===== src/rtl/psp_pkg.sv =====
`timescale 1ns / 1ps
`default_nettype none

package psp_pkg;

  localparam int unsigned DefIdBytes     = 20;
  localparam int unsigned DefMaxPaths    = 16;
  localparam int unsigned DefMaxElements = 16;

  // field byte index and the saturated path and element indices on the result
  localparam int unsigned FidxW = 5;
  localparam int unsigned IdxW  = 4;

  localparam logic [7:0] TypeEndSet  = 8'h00;
  localparam logic [7:0] TypeEndPath = 8'hFF;
  localparam logic [7:0] TypeMask    = 8'h31;

  // parse phase, doubles as the byte role of field bytes
  typedef enum logic [1:0] {
    PH_TYPE     = 2'd0,
    PH_ACCOUNT  = 2'd1,
    PH_CURRENCY = 2'd2,
    PH_ISSUER   = 2'd3
  } phase_e;

  typedef enum logic [1:0] {
    ST_OK         = 2'd0,
    ST_EMPTY_PATH = 2'd1,
    ST_BAD_TYPE   = 2'd2
  } status_e;

  localparam logic [2:0] FlAccount  = 3'b001;
  localparam logic [2:0] FlCurrency = 3'b010;
  localparam logic [2:0] FlIssuer   = 3'b100;

  typedef struct packed {
    phase_e             byte_role;
    logic [FidxW-1:0]   field_byte_index;
    logic [IdxW-1:0]    path_index;
    logic [IdxW-1:0]    element_index;
    logic [2:0]         element_flags;
    logic               element_done;
    logic               path_done;
    logic               set_done;
    status_e            status;
  } result_t;

  // first field present strictly after the given phase, PH_TYPE if none
  function automatic phase_e next_field(phase_e cur, logic [2:0] flags);
    phase_e nxt;
    nxt = PH_TYPE;
    if (cur == PH_TYPE && (flags & FlAccount) != 3'b000) begin
      nxt = PH_ACCOUNT;
    end else if ((cur == PH_TYPE || cur == PH_ACCOUNT) && (flags & FlCurrency) != 3'b000) begin
      nxt = PH_CURRENCY;
    end else if (cur != PH_ISSUER && (flags & FlIssuer) != 3'b000) begin
      nxt = PH_ISSUER;
    end
    return nxt;
  endfunction

endpackage

`default_nettype wire


===== src/rtl/psp_stream_if.sv =====
`timescale 1ns / 1ps
`default_nettype none

interface psp_byte_if;
  logic       valid;
  logic       ready;
  logic [7:0] data_byte;

  modport source (output valid, output data_byte, input ready);
  modport sink (input valid, input data_byte, output ready);
endinterface

interface psp_result_if;
  logic       valid;
  logic       ready;
  logic [1:0] byte_role;
  logic [4:0] field_byte_index;
  logic [3:0] path_index;
  logic [3:0] element_index;
  logic [2:0] element_flags;
  logic       element_done;
  logic       path_done;
  logic       set_done;
  logic [1:0] status;

  modport source (
    output valid, output byte_role, output field_byte_index, output path_index,
    output element_index, output element_flags, output element_done,
    output path_done, output set_done, output status, input ready
  );
  modport sink (
    input valid, input byte_role, input field_byte_index, input path_index,
    input element_index, input element_flags, input element_done,
    input path_done, input set_done, input status, output ready
  );
endinterface

`default_nettype wire


===== src/rtl/psp_in_reg.sv =====
`timescale 1ns / 1ps
`default_nettype none

module psp_in_reg (
  input  wire logic   clk_i,
  input  wire logic   rst_ni,
  psp_byte_if.sink    in_i,
  input  wire logic   adv_i,
  output logic        valid_o,
  output logic [7:0]  byte_o
);

  logic       valid_q, valid_d;
  logic [7:0] byte_q;
  logic       take;

  assign in_i.ready = !valid_q || adv_i;
  assign take       = in_i.valid && in_i.ready;

  always_comb begin
    valid_d = valid_q;
    if (take) begin
      valid_d = 1'b1;
    end else if (adv_i) begin
      valid_d = 1'b0;
    end
  end

  always_ff @(posedge clk_i or negedge rst_ni) begin
    if (!rst_ni) begin
      valid_q <= 1'b0;
    end else begin
      valid_q <= valid_d;
    end
  end

  always_ff @(posedge clk_i) begin
    if (take) begin
      byte_q <= in_i.data_byte;
    end
  end

  assign valid_o = valid_q;
  assign byte_o  = byte_q;

endmodule

`default_nettype wire


===== src/rtl/psp_parse.sv =====
`timescale 1ns / 1ps
`default_nettype none

module psp_parse import psp_pkg::*; #(
  parameter int unsigned ID_BYTES     = DefIdBytes,
  parameter int unsigned MAX_PATHS    = DefMaxPaths,
  parameter int unsigned MAX_ELEMENTS = DefMaxElements
) (
  input  wire logic       clk_i,
  input  wire logic       rst_ni,
  input  wire logic       step_i,
  input  wire logic [7:0] byte_i,
  output result_t         res_o
);

  localparam int unsigned PathW = $clog2(MAX_PATHS);
  localparam int unsigned ElemW = $clog2(MAX_ELEMENTS);

  phase_e             phase_q, phase_d;
  logic [FidxW-1:0]   bcnt_q, bcnt_d;
  logic [2:0]         flags_q, flags_d;
  logic [ElemW-1:0]   elem_q, elem_d;
  logic [PathW-1:0]   path_q, path_d;
  logic               nonempty_q, nonempty_d;
  logic [7:0]         path_wide, elem_wide;
  logic               clear;

  assign path_wide = 8'(path_q);
  assign elem_wide = 8'(elem_q);

  always_comb begin
    phase_d    = phase_q;
    bcnt_d     = bcnt_q;
    flags_d    = flags_q;
    elem_d     = elem_q;
    path_d     = path_q;
    nonempty_d = nonempty_q;
    clear      = 1'b0;

    res_o                  = '0;
    res_o.byte_role        = PH_TYPE;
    res_o.status           = ST_OK;
    res_o.path_index       = path_wide[IdxW-1:0];
    res_o.element_index    = elem_wide[IdxW-1:0];

    if (phase_q == PH_TYPE) begin
      if (byte_i == TypeEndSet || byte_i == TypeEndPath) begin
        if (!nonempty_q) begin
          res_o.status   = ST_EMPTY_PATH;
          res_o.set_done = 1'b1;
          clear          = 1'b1;
        end else begin
          res_o.path_done = 1'b1;
          if (byte_i == TypeEndSet) begin
            res_o.set_done = 1'b1;
            clear          = 1'b1;
          end else begin
            if (path_q != PathW'(MAX_PATHS - 1)) begin
              path_d = path_q + PathW'(1);
            end
            elem_d     = '0;
            nonempty_d = 1'b0;
            flags_d    = '0;
          end
        end
      end else if ((byte_i & ~TypeMask) != 8'h00) begin
        res_o.status   = ST_BAD_TYPE;
        res_o.set_done = 1'b1;
        clear          = 1'b1;
      end else begin
        flags_d             = {byte_i[5], byte_i[4], byte_i[0]};
        res_o.element_flags = flags_d;
        nonempty_d          = 1'b1;
        bcnt_d              = '0;
        phase_d             = next_field(PH_TYPE, flags_d);
      end
    end else begin
      res_o.byte_role        = phase_q;
      res_o.field_byte_index = bcnt_q;
      res_o.element_flags    = flags_q;
      if (bcnt_q == FidxW'(ID_BYTES - 1)) begin
        bcnt_d  = '0;
        phase_d = next_field(phase_q, flags_q);
        if (phase_d == PH_TYPE) begin
          res_o.element_done = 1'b1;
          if (elem_q != ElemW'(MAX_ELEMENTS - 1)) begin
            elem_d = elem_q + ElemW'(1);
          end
        end
      end else begin
        bcnt_d = bcnt_q + FidxW'(1);
      end
    end

    // error or end of set: parsing restarts from reset state
    if (clear) begin
      phase_d    = PH_TYPE;
      bcnt_d     = '0;
      flags_d    = '0;
      elem_d     = '0;
      path_d     = '0;
      nonempty_d = 1'b0;
    end
  end

  always_ff @(posedge clk_i or negedge rst_ni) begin
    if (!rst_ni) begin
      phase_q    <= PH_TYPE;
      bcnt_q     <= '0;
      flags_q    <= '0;
      elem_q     <= '0;
      path_q     <= '0;
      nonempty_q <= 1'b0;
    end else if (step_i) begin
      phase_q    <= phase_d;
      bcnt_q     <= bcnt_d;
      flags_q    <= flags_d;
      elem_q     <= elem_d;
      path_q     <= path_d;
      nonempty_q <= nonempty_d;
    end
  end

endmodule

`default_nettype wire


===== src/rtl/psp_out_reg.sv =====
`timescale 1ns / 1ps
`default_nettype none

module psp_out_reg import psp_pkg::*; (
  input  wire logic   clk_i,
  input  wire logic   rst_ni,
  input  wire logic   valid_i,
  input  wire result_t res_i,
  output logic        free_o,
  psp_result_if.source out_o
);

  logic    valid_q, valid_d;
  result_t res_q;
  logic    load;

  assign free_o = !valid_q || out_o.ready;
  assign load   = valid_i && free_o;

  always_comb begin
    valid_d = valid_q;
    if (load) begin
      valid_d = 1'b1;
    end else if (out_o.ready) begin
      valid_d = 1'b0;
    end
  end

  always_ff @(posedge clk_i or negedge rst_ni) begin
    if (!rst_ni) begin
      valid_q <= 1'b0;
    end else begin
      valid_q <= valid_d;
    end
  end

  always_ff @(posedge clk_i) begin
    if (load) begin
      res_q <= res_i;
    end
  end

  assign out_o.valid            = valid_q;
  assign out_o.byte_role        = res_q.byte_role;
  assign out_o.field_byte_index = res_q.field_byte_index;
  assign out_o.path_index       = res_q.path_index;
  assign out_o.element_index    = res_q.element_index;
  assign out_o.element_flags    = res_q.element_flags;
  assign out_o.element_done     = res_q.element_done;
  assign out_o.path_done        = res_q.path_done;
  assign out_o.set_done         = res_q.set_done;
  assign out_o.status           = res_q.status;

endmodule

`default_nettype wire


===== src/rtl/path_set_stream_parser_top.sv =====
// an accepted byte is held in the input register, parsed combinationally and then
// captured in the result register; throughput: one byte per cycle while the result
// register has room, since out_o.ready back-pressure stalls the input register
// reset: rst_ni low clears both valid flags and the parse state (phase, counts,
// flags); the first byte after reset is taken as the first type byte of a set
`timescale 1ns / 1ps
`default_nettype none

module path_set_stream_parser_top import psp_pkg::*; #(
  parameter int unsigned ID_BYTES     = DefIdBytes,
  parameter int unsigned MAX_PATHS    = DefMaxPaths,
  parameter int unsigned MAX_ELEMENTS = DefMaxElements
) (
  input  wire logic    clk_i,
  input  wire logic    rst_ni,
  psp_byte_if.sink     in_i,
  psp_result_if.source out_o
);

  logic       s1_valid;
  logic [7:0] s1_byte;
  logic       out_free;
  logic       adv;
  result_t    res;

  assign adv = s1_valid && out_free;

  psp_in_reg u_in_reg (
    .clk_i   (clk_i),
    .rst_ni  (rst_ni),
    .in_i    (in_i),
    .adv_i   (adv),
    .valid_o (s1_valid),
    .byte_o  (s1_byte)
  );

  psp_parse #(
    .ID_BYTES     (ID_BYTES),
    .MAX_PATHS    (MAX_PATHS),
    .MAX_ELEMENTS (MAX_ELEMENTS)
  ) u_parse (
    .clk_i  (clk_i),
    .rst_ni (rst_ni),
    .step_i (adv),
    .byte_i (s1_byte),
    .res_o  (res)
  );

  psp_out_reg u_out_reg (
    .clk_i   (clk_i),
    .rst_ni  (rst_ni),
    .valid_i (s1_valid),
    .res_i   (res),
    .free_o  (out_free),
    .out_o   (out_o)
  );

  // type bytes sit at field position zero
  assert property (@(posedge clk_i) disable iff (!rst_ni)
    out_o.valid && out_o.byte_role == PH_TYPE |-> out_o.field_byte_index == '0)
    else $error("type byte with nonzero field index");

  // any error ends the set and closes no path
  assert property (@(posedge clk_i) disable iff (!rst_ni)
    out_o.valid && out_o.status != ST_OK
      |-> out_o.set_done && !out_o.path_done && out_o.element_flags == 3'b000)
    else $error("error result without set end");

  // an element completes only on the last byte of a field
  assert property (@(posedge clk_i) disable iff (!rst_ni)
    out_o.valid && out_o.element_done
      |-> out_o.byte_role != PH_TYPE && out_o.field_byte_index == FidxW'(ID_BYTES - 1))
    else $error("element done off the last field byte");

  // a parsed byte is handed on whenever the result register has room
  assert property (@(posedge clk_i) disable iff (!rst_ni)
    s1_valid && out_free |=> out_o.valid)
    else $error("parsed item lost before result register");

endmodule

`default_nettype wire

===== src/flat_wrapper.sv =====
// flat-port wrapper written by rule: the top's interface ports become plain ports
module path_set_stream_parser_top_flat import psp_pkg::*;
#(
  parameter int unsigned ID_BYTES     = DefIdBytes,
  parameter int unsigned MAX_PATHS    = DefMaxPaths,
  parameter int unsigned MAX_ELEMENTS = DefMaxElements
)
  (clk_i, rst_ni, in_i_valid, in_i_data_byte, in_i_ready, out_o_valid, out_o_byte_role, out_o_field_byte_index, out_o_path_index, out_o_element_index, out_o_element_flags, out_o_element_done, out_o_path_done, out_o_set_done, out_o_status, out_o_ready);
  psp_byte_if in_i_i ();
  psp_result_if out_o_i ();
  input  wire logic clk_i;
  input  wire logic rst_ni;
  input wire logic [$bits(in_i_i.valid)-1:0] in_i_valid;
  input wire logic [$bits(in_i_i.data_byte)-1:0] in_i_data_byte;
  output wire logic [$bits(in_i_i.ready)-1:0] in_i_ready;
  output wire logic [$bits(out_o_i.valid)-1:0] out_o_valid;
  output wire logic [$bits(out_o_i.byte_role)-1:0] out_o_byte_role;
  output wire logic [$bits(out_o_i.field_byte_index)-1:0] out_o_field_byte_index;
  output wire logic [$bits(out_o_i.path_index)-1:0] out_o_path_index;
  output wire logic [$bits(out_o_i.element_index)-1:0] out_o_element_index;
  output wire logic [$bits(out_o_i.element_flags)-1:0] out_o_element_flags;
  output wire logic [$bits(out_o_i.element_done)-1:0] out_o_element_done;
  output wire logic [$bits(out_o_i.path_done)-1:0] out_o_path_done;
  output wire logic [$bits(out_o_i.set_done)-1:0] out_o_set_done;
  output wire logic [$bits(out_o_i.status)-1:0] out_o_status;
  input wire logic [$bits(out_o_i.ready)-1:0] out_o_ready;
  assign in_i_i.valid = in_i_valid;
  assign in_i_i.data_byte = in_i_data_byte;
  assign in_i_ready = in_i_i.ready;
  assign out_o_valid = out_o_i.valid;
  assign out_o_byte_role = out_o_i.byte_role;
  assign out_o_field_byte_index = out_o_i.field_byte_index;
  assign out_o_path_index = out_o_i.path_index;
  assign out_o_element_index = out_o_i.element_index;
  assign out_o_element_flags = out_o_i.element_flags;
  assign out_o_element_done = out_o_i.element_done;
  assign out_o_path_done = out_o_i.path_done;
  assign out_o_set_done = out_o_i.set_done;
  assign out_o_status = out_o_i.status;
  assign out_o_i.ready = out_o_ready;
  path_set_stream_parser_top #(.ID_BYTES(ID_BYTES), .MAX_PATHS(MAX_PATHS), .MAX_ELEMENTS(MAX_ELEMENTS)) u_core (.clk_i(clk_i), .rst_ni(rst_ni), .in_i(in_i_i), .out_o(out_o_i));
endmodule

===== config.mk =====
export PLATFORM = sky130hd
export DESIGN_NAME = path_set_stream_parser_top_flat
export DESIGN_NICKNAME = d
export VERILOG_FILES = /design/src/rtl/psp_pkg.sv /design/src/rtl/psp_stream_if.sv /design/src/rtl/psp_in_reg.sv /design/src/rtl/psp_parse.sv /design/src/rtl/psp_out_reg.sv /design/src/rtl/path_set_stream_parser_top.sv /design/src/flat_wrapper.sv
export SDC_FILE = /design/constraint.sdc
export NUM_CORES = 1
export LEC_CHECK = 0
export BUFFER_PORTS_ARGS = -buffer_cell sky130_fd_sc_hd__buf_4
export CORE_ASPECT_RATIO = 1.2
export CORE_MARGIN = 2
export CORE_UTILIZATION = 58
export CTS_BUF_LIST = sky130_fd_sc_hd__clkbuf_4
export DETAILED_ROUTE_END_ITERATION = 10
export MAX_ROUTING_LAYER = met4
export PLACE_DENSITY = 0.82
export SYNTH_ARGS = -nofsm -noshare
export SYNTH_HDL_FRONTEND = slang
export SYNTH_SLANG_ARGS = --single-unit

===== constraint.sdc =====
create_clock -name clk_i -period 2.3 [get_ports clk_i]
set_input_delay 0.345 -clock clk_i [delete_from_list [all_inputs] [get_ports clk_i]]
set_output_delay 0.345 -clock clk_i [all_outputs]
set_load 0.01 [all_outputs]

Yosys cells after proc, flatten, opt, wreduce, memory -nomap -nowiden --
Cells that the tools add are included.
Word-level totals: bits in registers 52, input bits 12, output and inout port bits 25
Cells by class: $add $sub $neg 3, eq/ne operators 15, muxes and demuxes 60, bitwise gates (word level) 1, reduce and logical (&&, ||, !) cells 32
Operator list (number):
- 4-bit 2-to-1 mux | 14
- 3-bit 2-to-1 mux | 11
- 2-bit 2-to-1 mux | 13
- 5-bit 2-to-1 mux | 5
- 3-bit != test (second input constant) | 7
- 1-bit 2-to-1 mux | 17
- 2-bit nonzero test | 6
- 3-bit nonzero test | 3
- 4-bit by 1-bit adder with 4-bit output (second input constant) | 2
- 8-bit == test (second input constant) | 1
- 8-bit logical NOT | 1
- 4-bit != test (second input constant) | 2
- 8-bit nonzero test | 1
- 7-bit AND reduction | 1
- 3-bit AND reduction | 2
- 6-bit AND reduction | 1
- 5-bit by 1-bit adder with 5-bit output (second input constant) | 1
- 5-bit == test (second input constant) | 1
- 1-bit logical AND | 5
- 5-bit AND reduction | 1
- 2-bit logical NOT | 2
- 1-bit logical OR | 4
- 2-bit != test (second input constant) | 2
- 4-bit AND reduction | 1
- 6 further kinds | 7

Longest topological paths before layout --
Gate-level depths: netlist of run 1.
word-level depth 12, mapped depth 6, gate-level depth less buffers 6

Hierarchy --
A second synthesis of run 1 with hierarchy kept.
Second synthesis, totals: cell total of the unflattened synthesis 189, area total of the unflattened synthesis 2388.5 sq um
Modules (own cells, without submodules):
- psp_parse | instances 1, cells an instance 149, area each 1343.8 sq um, sequential area each 475.5 sq um
- psp_out_reg | instances 1, cells an instance 27, area each 744.5 sq um, sequential area each 715.7 sq um
- psp_in_reg | instances 1, cells an instance 12, area each 294.0 sq um, sequential area each 265.3 sq um
- path_set_stream_parser_top | instances 1, cells an instance 1, area each 6.3 sq um, sequential area each 0.0 sq um

Worst setup path before layout of run 1 --
No wires, ideal clock.
path type register -> register, start point register u_core.u_out_reg.valid_q (netlist: u_core.u_out_reg.out_o.valid), end point register u_core.u_parse.elem_q[3], arrival time 1.887 ns, data required time 2.172 ns, setup slack 0.285 ns, cell stages (with the launch flop) 7, path buffers 0, period minus slack after synthesis 2.015 ns, cells stage by stage dfrtp_1 nand2b_1 nand2_1 clkinv_1 o211a_1 or3b_2 mux2i_1
On the way: longest elaborated chain between the ends 4
RTL lines:
- start: declaration | RTL line psp_out_reg.sv:13 | logic valid_q, valid_d;
- start signal: assignment | RTL line psp_out_reg.sv:33 | valid_q <= valid_d;
- 1-bit logical NOT | RTL line psp_out_reg.sv:17 | assign free_o = !valid_q || out_o.ready;
- 1-bit logical OR | RTL line psp_out_reg.sv:17
- 1-bit logical AND | RTL line path_set_stream_parser_top.sv:26 | assign adv = s1_valid && out_free;
- via u_core.adv | RTL line path_set_stream_parser_top.sv:23 | logic adv;
- 7-bit AND reduction (no source line)
- end signal: assignment | RTL line psp_parse.sv:118 | elem_q <= elem_d;
- end: declaration | RTL line psp_parse.sv:22 | logic [ElemW-1:0] elem_q, elem_d;
The timed path passes the listed nets, and every way through them passes these cells. A chain may end at the register's enable or synchronous reset.

Worst setup path after layout of run 1 --
start point register u_core.u_parse.bcnt_q[0], end point register u_core.u_parse.elem_q[3]
On the way: longest elaborated chain between the ends 3
RTL lines:
- start: declaration | RTL line psp_parse.sv:20 | logic [FidxW-1:0] bcnt_q, bcnt_d;
- start signal: assignment | RTL line psp_parse.sv:116 | bcnt_q <= bcnt_d;
- 5-bit == test | RTL line psp_parse.sv:81 | if (bcnt_q == FidxW'(ID_BYTES - 1)) begin
- 3-bit nonzero test (no source line)
- 7-bit AND reduction (no source line)
Every way passes these cells.

==> impl_metrics.py, run 1 <==
metrics = {
    "power_and_ir_drop": {
        "powerDensity_nw_per_um2": 924,
        "p_switching_uw": 802,
        "pwr-share-comb_pct": 28.4,
        "swShare_pct": 32.4,
        "p_clk_share_pct": 16.8,
        "p_leak_nw": 1.11,
        "total_power_mw": 2.47,
        "vdd_drop_max_mv": 0.502,
        "p_seq_share_pct": 54.8,
        "p_int_mw": 1.67,
    },
    "cts": {
        "clk_latency_ns": 0.38,
        "h-tree-depth": 2,
        "post_cts_buffers": 0,
        "cts_buffers": 5,
        "cts_tree": "built",
        "cts.sinks": 52,
        "path_clk_slew_ns": 0.14,
        "clockBufferDepth": 2,
        "cts_root_buf": "clkbuf_4",
        "cts_resized": 0,
    },
    "floorplanning": {
        "die_h_um": 72.0,
        "io_pins": 37,
        "std_cell_rows": 24,
        "core-area_um2": 3660,
        "initial_utilization_pct": 61.1,
        "die_area_um2": 4370,
        "die_x_um": 60.7,
    },
    "routing": {
        "drt_pre_antenna_iters": 7,
        "wirelength_um": 4320,
        "vias": 1584,
        "final_antenna_net_count": 0,
        "drc": 0,
        "drt_iter0_drc": 95,
        "via_per_inst": 5.80,
        "avgRoutedWirePerCell_um": 15.8,
    },
    "setup_path": {
        "path_class": "reg -> reg",
        "reg2reg_depth": 6,
        "critPathSlowestCell": "or3b_2",
        "r2r-start": "u_core.u_parse.bcnt_q[0]$_DFFE_PN0P_",
        "endpoint_kind": "flip-flop",
        "ff2ff_setup_slack_ns": 0.23,
        "r2r_end": "u_core.u_parse.elem_q[3]$_DFFE_PN0P_",
        "path_cells": "ha_1 > nand4bb_1 > a31oi_1 > o211a_1 > or3b_2 > mux2i_1",
        "worstSetupStartpointType": "flip-flop",
        "cp_max_fo": 6,
        "cp_data_required_time_ns": 2.56,
        "critPathArrivalTime_ns": 2.33,
        "max_stage_delay_ns": 0.48,
    },
    "timing": {
        "fmax_ghz": 0.483,
        "finalSetupViolCount": 0,
        "slew_headroom_pct": 60.6,
        "slew_viol_final": 0,
        "hold_violations": 0,
        "rsz0062_at_grt": "no",
        "max_slew.worst_pin.slew_ns": 0.587,
        "final.setup.tns_ns": 0,
        "finClkSkew_ns": 0.0173,
        "period_needed_ns": 2.07,
        "finalCritPeriodShare_pct": 90.1,
    },
    "yosys": {
        "synth_cell_types": 44,
        "synth.avg_cell_area_um2": 12.9,
        "syn_area_um2": 2240,
        "synth_edf_count": 31,
        "ys_seq_area_share_pct": 65.1,
        "ys.flop_type": "edfxtp_1",
        "syn_nets": 188,
        "synth_seq_cells": 52,
        "synthTopCellsByArea": "edfxtp_1 (42%), dfrtp_1 (23%), o21ai_0 (2.9%), nor2_1 (2.5%), ha_1 (1.7%)",
        "synth_top_area_share_pct": 41.6,
        "synth-async-reset-ratio_pct": 40.4,
        "syn_inst": 173,
        "synth_common_cells": "edfxtp_1 (31), dfrtp_1 (21), nor2_1 (15)",
        "ys_warn_count": 0,
        "yosysMostFrequentCell": "edfxtp_1",
        "yosys.area.top_type": "edfxtp_1",
    },
    "grt": {
        "gr-max-usage-layer": "met2",
        "grt_first_pass_wirelength_um": 7360,
        "use_met2_pct": 39.2,
        "grt_antenna_before_repair": 0,
        "track_usage_pct": 23.5,
        "grt_pass1_vias": 1560,
        "overflow": 0,
        "use_met1_pct": 28.3,
        "grt_max_degree": 22,
        "met3_usage_pct": 4.81,
    },
    "min_path": {
        "min_path_cells": 1,
        "hold_start": "in_i_data_byte[2]",
        "hold_class": "in -> reg",
        "whs_endpoint": "u_core.u_in_reg.byte_o[2]$_DFFE_PP_",
    },
    "run": {
        "maxCapViolCount": 0,
    },
    "place": {
        "dpl.hpwl_um": 3160,
        "port_buffers": 36,
        "gp_congestion": 0.896,
        "placedCellCount": 264,
    },
    "final_layout": {
        "antenna_cells": 0,
        "nets": 235,
        "area_growth_pct": 19.7,
        "fin_cells": 273,
        "layout-drive-gt1-share_pct": 27.6,
        "final_util_pct": 73.1,
    },
    "outcome": {
        "status": "completed",
    },
}
==> cell type report <==
class                           instances  area [µm²]
Clock inverter                          1        5.00
Multi-Input combinational cell        111         743
Timing Repair Buffer                   44         333
Fill cell                             271         986
Inverter                                6        22.5
Sequential cell                        52        1460
Tap cell                               52        65.1
Clock buffer                            7        52.6
==> power by group through the flow <==
| stage | logic [mW] | clock network [mW] | registers [mW] |
|---|---|---|---|
| after detailed placement | 0.697 | 0 | 1.38 |
| after global placement | 0.664 | 0 | 1.36 |
| final | 0.704 | 0.415 | 1.36 |
| after global routing | 0.785 | 0.453 | 1.38 |
| after floorplan | 0.410 | 0 | 1.37 |
| after CTS | 0.704 | 0.423 | 1.35 |
==> worst max-delay path by stage <==
stage	slack (ns)	start	cells past startpoint	end
floorplan	0.29	u_core.u_out_reg.out_o.valid$_DFFE_PN0P_	6	u_core.u_parse.elem_q[3]$_DFFE_PN0P_
global placement	0.37	u_core.u_parse.bcnt_q[0]$_DFFE_PN0P_	6	u_core.u_parse.elem_q[3]$_DFFE_PN0P_
detailed placement	0.29	u_core.u_in_reg.byte_o[2]$_DFFE_PP_	5	u_core.u_parse.elem_q[3]$_DFFE_PN0P_
CTS	0.25	u_core.u_in_reg.byte_o[2]$_DFFE_PP_	5	u_core.u_parse.elem_q[3]$_DFFE_PN0P_
global route	0.14	u_core.u_parse.bcnt_q[0]$_DFFE_PN0P_	6	u_core.u_parse.elem_q[3]$_DFFE_PN0P_
finish	0.23	u_core.u_parse.bcnt_q[0]$_DFFE_PN0P_	6	u_core.u_parse.elem_q[3]$_DFFE_PN0P_
==> flip-flops by register name, indices dropped and copies added, names as in the netlist <==
signal and cells:
u_core.u_parse.bcnt_q 5, u_core.u_parse.flags_q 3, u_core.u_parse.phase_q 2, u_core.u_out_reg.out_o.valid 1, u_core.u_out_reg.out_o.path_index 4, u_core.u_out_reg.out_o.element_flags 3
u_core.u_out_reg.out_o.status 2, u_core.u_parse.elem_q 4, u_core.u_out_reg.out_o.field_byte_index 5, u_core.u_out_reg.out_o.path_done 1, u_core.u_parse.nonempty_q 1, u_core.u_in_reg.byte_o 8
u_core.u_parse.path_q 4, u_core.u_out_reg.out_o.element_index 4, u_core.u_in_reg.valid_o 1, u_core.u_out_reg.out_o.set_done 1, u_core.u_out_reg.out_o.element_done 1, u_core.u_out_reg.out_o.byte_role 2
==> metrics by stage <==
stage                     setup slack (ns)  instance area (µm²)  hold WS [ns]
after global placement               0.367                 2610         0.249
final                                0.229                 2680         0.141
after CTS                            0.248                 2680         0.128
after floorplan                      0.285                 2240        0.0494
after detailed placement             0.289                 2610         0.257
after global routing                 0.142                 2680         0.112
==> cell families (layout without fill, tap and decap cells) <==
kind of cell	Yosys count	count (layout)	synth area share, %
AND/OR/NAND/NOR	58	58	14.8
flip-flops	52	52	65.1
AO/OA/AOI/OAI	43	43	13.5
buffers and inverters	10	58	1.68
multiplexers	6	6	2.85
adder cells (fa/ha/maj)	3	3	1.68
XOR/XNOR	1	1	0.392
==> critical path: cells and delay by family (launching register included) <==
kind | cells | cell delay (ns)
AOI/OAI and AO/OA | 2 | 0.46
adders and majority gates | 1 | 0.27
DFF | 1 | 0.43
muxes | 1 | 0.14
and+or+nand+nor | 2 | 0.65
==> layer usage <==
| metal | wire length, µm | up-vias |
|---|---|---|
| met5 | 0 | - |
| met4 | 70 | 0 |
| met3 | 197 | 8 |
| met2 | 2330 | 55 |
| met1 | 1720 | 772 |
| li1 | - | 749 |
==> layout by cell type, fill, tap and decap left out, types with 4 or more instances in the layout <==
cell | synthesis | routed
dfrtp_1 | 21 | 21
edfxtp_1 | 31 | 31
a21oi_1 | 4 | 4
nor2_1 | 15 | 15
nor3_1 | 5 | 5
o21ai_0 | 13 | 13
nand2b_1 | 4 | 4
inv_1 | 5 | 5
clkbuf_4 | 0 | 7
a21o_1 | 4 | 4
nand3_1 | 6 | 6
buf_4 | 0 | 43
a22o_1 | 4 | 4
nand2_1 | 8 | 8
==> what timing repair did <==
| item | 4_1_cts | 5_1_grt |
|---|---|---|
| hold buffers | 1 | 0 |
| hold endpoints to repair | 21 | 0 |
| setup endpoints to repair | 0 | 0 |
Note: power is estimated with default switching activity, not from simulation.
==> inputs of run 2 (changes only) <==
==> constraint.sdc (replaced) <==
create_clock -name clk_i -period 2.3 [get_ports clk_i]
set_input_delay 0 -clock clk_i [delete_from_list [all_inputs] [get_ports clk_i]]
set_output_delay 0 -clock clk_i [all_outputs]
set_load 0.01 [all_outputs]
==> run 2 against run 1 <==
  * Global-route usage grew 1.4 points
  * Non-clock buffer count rose by 10
  * Worst setup slack gained 0.012 ns
  * Count of clock-buffer cells in the layout down 2
  * Wire length grew 8.0%
  * Sequential share of layout area fell by 2.0 points
  * Total power hardly changed
  * Via count increased by 4.8%
  * Design area rose by 3.8%
  * Clock skew fell by 0.0047 ns
  * Largest cell class unchanged
==> impl_metrics.py, run 2 (same netlist as run 1, synthesis figures left out) <==
metrics = {
    "final_layout": {
        "layout-drive-gt1-share_pct": 25.5,
        "final_common_cell": "buf_4",
        "fillerInstances": 262,
        "antenna_cells": 0,
        "largest_reg_flops": 8,
        "mostFrequentLayoutCells": "buf_4 (42), edfxtp_1 (31), dfrtp_1 (21)",
        "fin_cells": 283,
        "area_growth_pct": 24.2,
        "fin_area_um2": 2780,
        "nets": 245,
    },
    "routing": {
        "vias": 1660,
        "drt_pre_antenna_iters": 4,
        "avgRoutedWirePerCell_um": 16.5,
        "via_per_inst": 5.87,
        "wirelength_um": 4670,
        "final_antenna_net_count": 0,
        "routed.top_layer": "met4",
        "drt_iter0_drc": 63,
        "route.met3.wl_um": 180,
        "drc": 0,
        "wl_met2_um": 2590,
        "drt-met1-wl_um": 1780,
    },
    "cts": {
        "cts_tree": "built",
        "cts.hold.buffers_added": 12,
        "h-tree-depth": 2,
        "clockBufferDepth": 2,
        "path_clk_slew_ns": 0.15,
        "cts_root_buf": "clkbuf_4",
        "cts.sinks": 52,
        "cts_buffers": 5,
        "clk_latency_ns": 0.37,
        "cts_resized": 0,
        "post_cts_buffers": 0,
    },
    "timing": {
        "max_slew.worst_pin.slew_ns": 0.545,
        "fmax_ghz": 0.486,
        "hold_violations": 0,
        "period_needed_ns": 2.06,
        "final.setup.tns_ns": 0,
        "finalSetupViolCount": 0,
        "finClkSkew_ns": 0.0126,
        "slew_viol_final": 0,
        "slew_headroom_pct": 63.4,
        "rsz0062_at_grt": "no",
        "finalCritPeriodShare_pct": 89.5,
    },
    "setup_path": {
        "endpoint_kind": "flip-flop",
        "ff2ff_setup_slack_ns": 0.24,
        "critPathArrivalTime_ns": 2.32,
        "cp_data_required_time_ns": 2.56,
        "cp_max_fo": 6,
        "worstSetupStartpointType": "flip-flop",
        "path_class": "reg -> reg",
    },
    "floorplanning": {
        "die_area_um2": 4370,
        "initial_utilization_pct": 61.1,
        "io_pins": 37,
        "die_h_um": 72.0,
        "core-area_um2": 3660,
        "die_x_um": 60.7,
        "std_cell_rows": 24,
    },
    "grt": {
        "grt_first_pass_wirelength_um": 7620,
        "track_usage_pct": 24.9,
        "grt_max_degree": 32,
        "grt_antenna_before_repair": 0,
        "overflow": 0,
        "grt_pass1_vias": 1710,
    },
    "power_and_ir_drop": {
        "powerDensity_nw_per_um2": 891,
        "p_leak_nw": 1.14,
        "vdd_drop_max_mv": 0.529,
    },
    "place": {
        "placedCellCount": 263,
        "gp_congestion": 0.884,
        "placed_cell_area_um2": 2600,
        "port_buffers": 36,
        "dpl.hpwl_um": 3110,
    },
    "run": {
        "maxCapViolCount": 0,
    },
    "min_path": {
        "hold_class": "in -> async",
    },
    "outcome": {
        "status": "completed",
    },
}
[run 2: cell count changes in the layout (fill, tap and decap cells not counted)]
cell	previous run	this run
clkinv_2	1	0
buf_4	43	42
clkinv_1	1	2
clkbuf_4	7	5
clkinvlp_4	0	2
dlygate4sd3_1	1	12
[run 2: power breakdown]
part           internal (mW)  total (mW)  switching [mW]
clock                  0.116       0.399           0.284
sequential              1.20        1.36           0.159
combinational          0.334       0.715           0.381
total                   1.65        2.48           0.824
[run 2: layout make-up]
cell class	instances	area, µm²	share of cell area (%)
clock inverters	3	18.8	0.675
well taps	52	65.1	2.34
inverters	6	22.5	0.810
clock buffers	5	37.5	1.35
flip-flops and latches	52	1460	52.4
repair buffers	54	435	15.7
multi-input cells	111	743	26.7
[run 2: per-layer routing]
| layer | vias to the layer above | track usage [%] |
|---|---|---|
| li1 | 771 | - |
| met2 | 58 | 44.1 |
| met1 | 817 | 25.6 |
| met3 | 14 | 4.99 |
| met5 | - | - |
| met4 | 0 | 11.6 |
[run 2: path summary, 6_finish.rpt]
check                                                 startpoint                                        to  cells past startpoint
max reg2reg                 u_core.u_parse.bcnt_q[0]$_DFFE_PN0P_      u_core.u_parse.elem_q[3]$_DFFE_PN0P_                      6
min in group clk_i                             in_i_data_byte[7]       u_core.u_in_reg.byte_o[7]$_DFFE_PP_                      2
max                         u_core.u_parse.bcnt_q[0]$_DFFE_PN0P_      u_core.u_parse.elem_q[3]$_DFFE_PN0P_                      6
min reg2reg                u_core.u_parse.flags_q[0]$_DFFE_PN0P_     u_core.u_parse.flags_q[0]$_DFFE_PN0P_                      1
min                                                       rst_ni     u_core.u_parse.flags_q[1]$_DFFE_PN0P_                      2
max in group asynchronous                                 rst_ni  u_core.u_out_reg.out_o.valid$_DFFE_PN0P_                      2
[run 2: worst max-delay path: stages, from the launching register on]
cell       delay [ns]
dfrtp_1          0.44
ha_1             0.28
nand4bb_1        0.17
a31oi_1          0.23
o211a_1          0.22
or3b_2           0.47
mux2i_1          0.14
[run 2: through the flow]
step                      power [mW]  hold slack (ns)  util, %  setup WS [ns]
after CTS                       2.47           0.0430     75.9          0.240
final                           2.48           0.0459     75.9          0.241
after detailed placement        2.07          -0.0885     71.0          0.264
after global placement          2.02          -0.0920     71.0          0.355
after global routing            2.62           0.0549     75.9          0.172
after floorplan                 1.79           -0.296        -          0.285
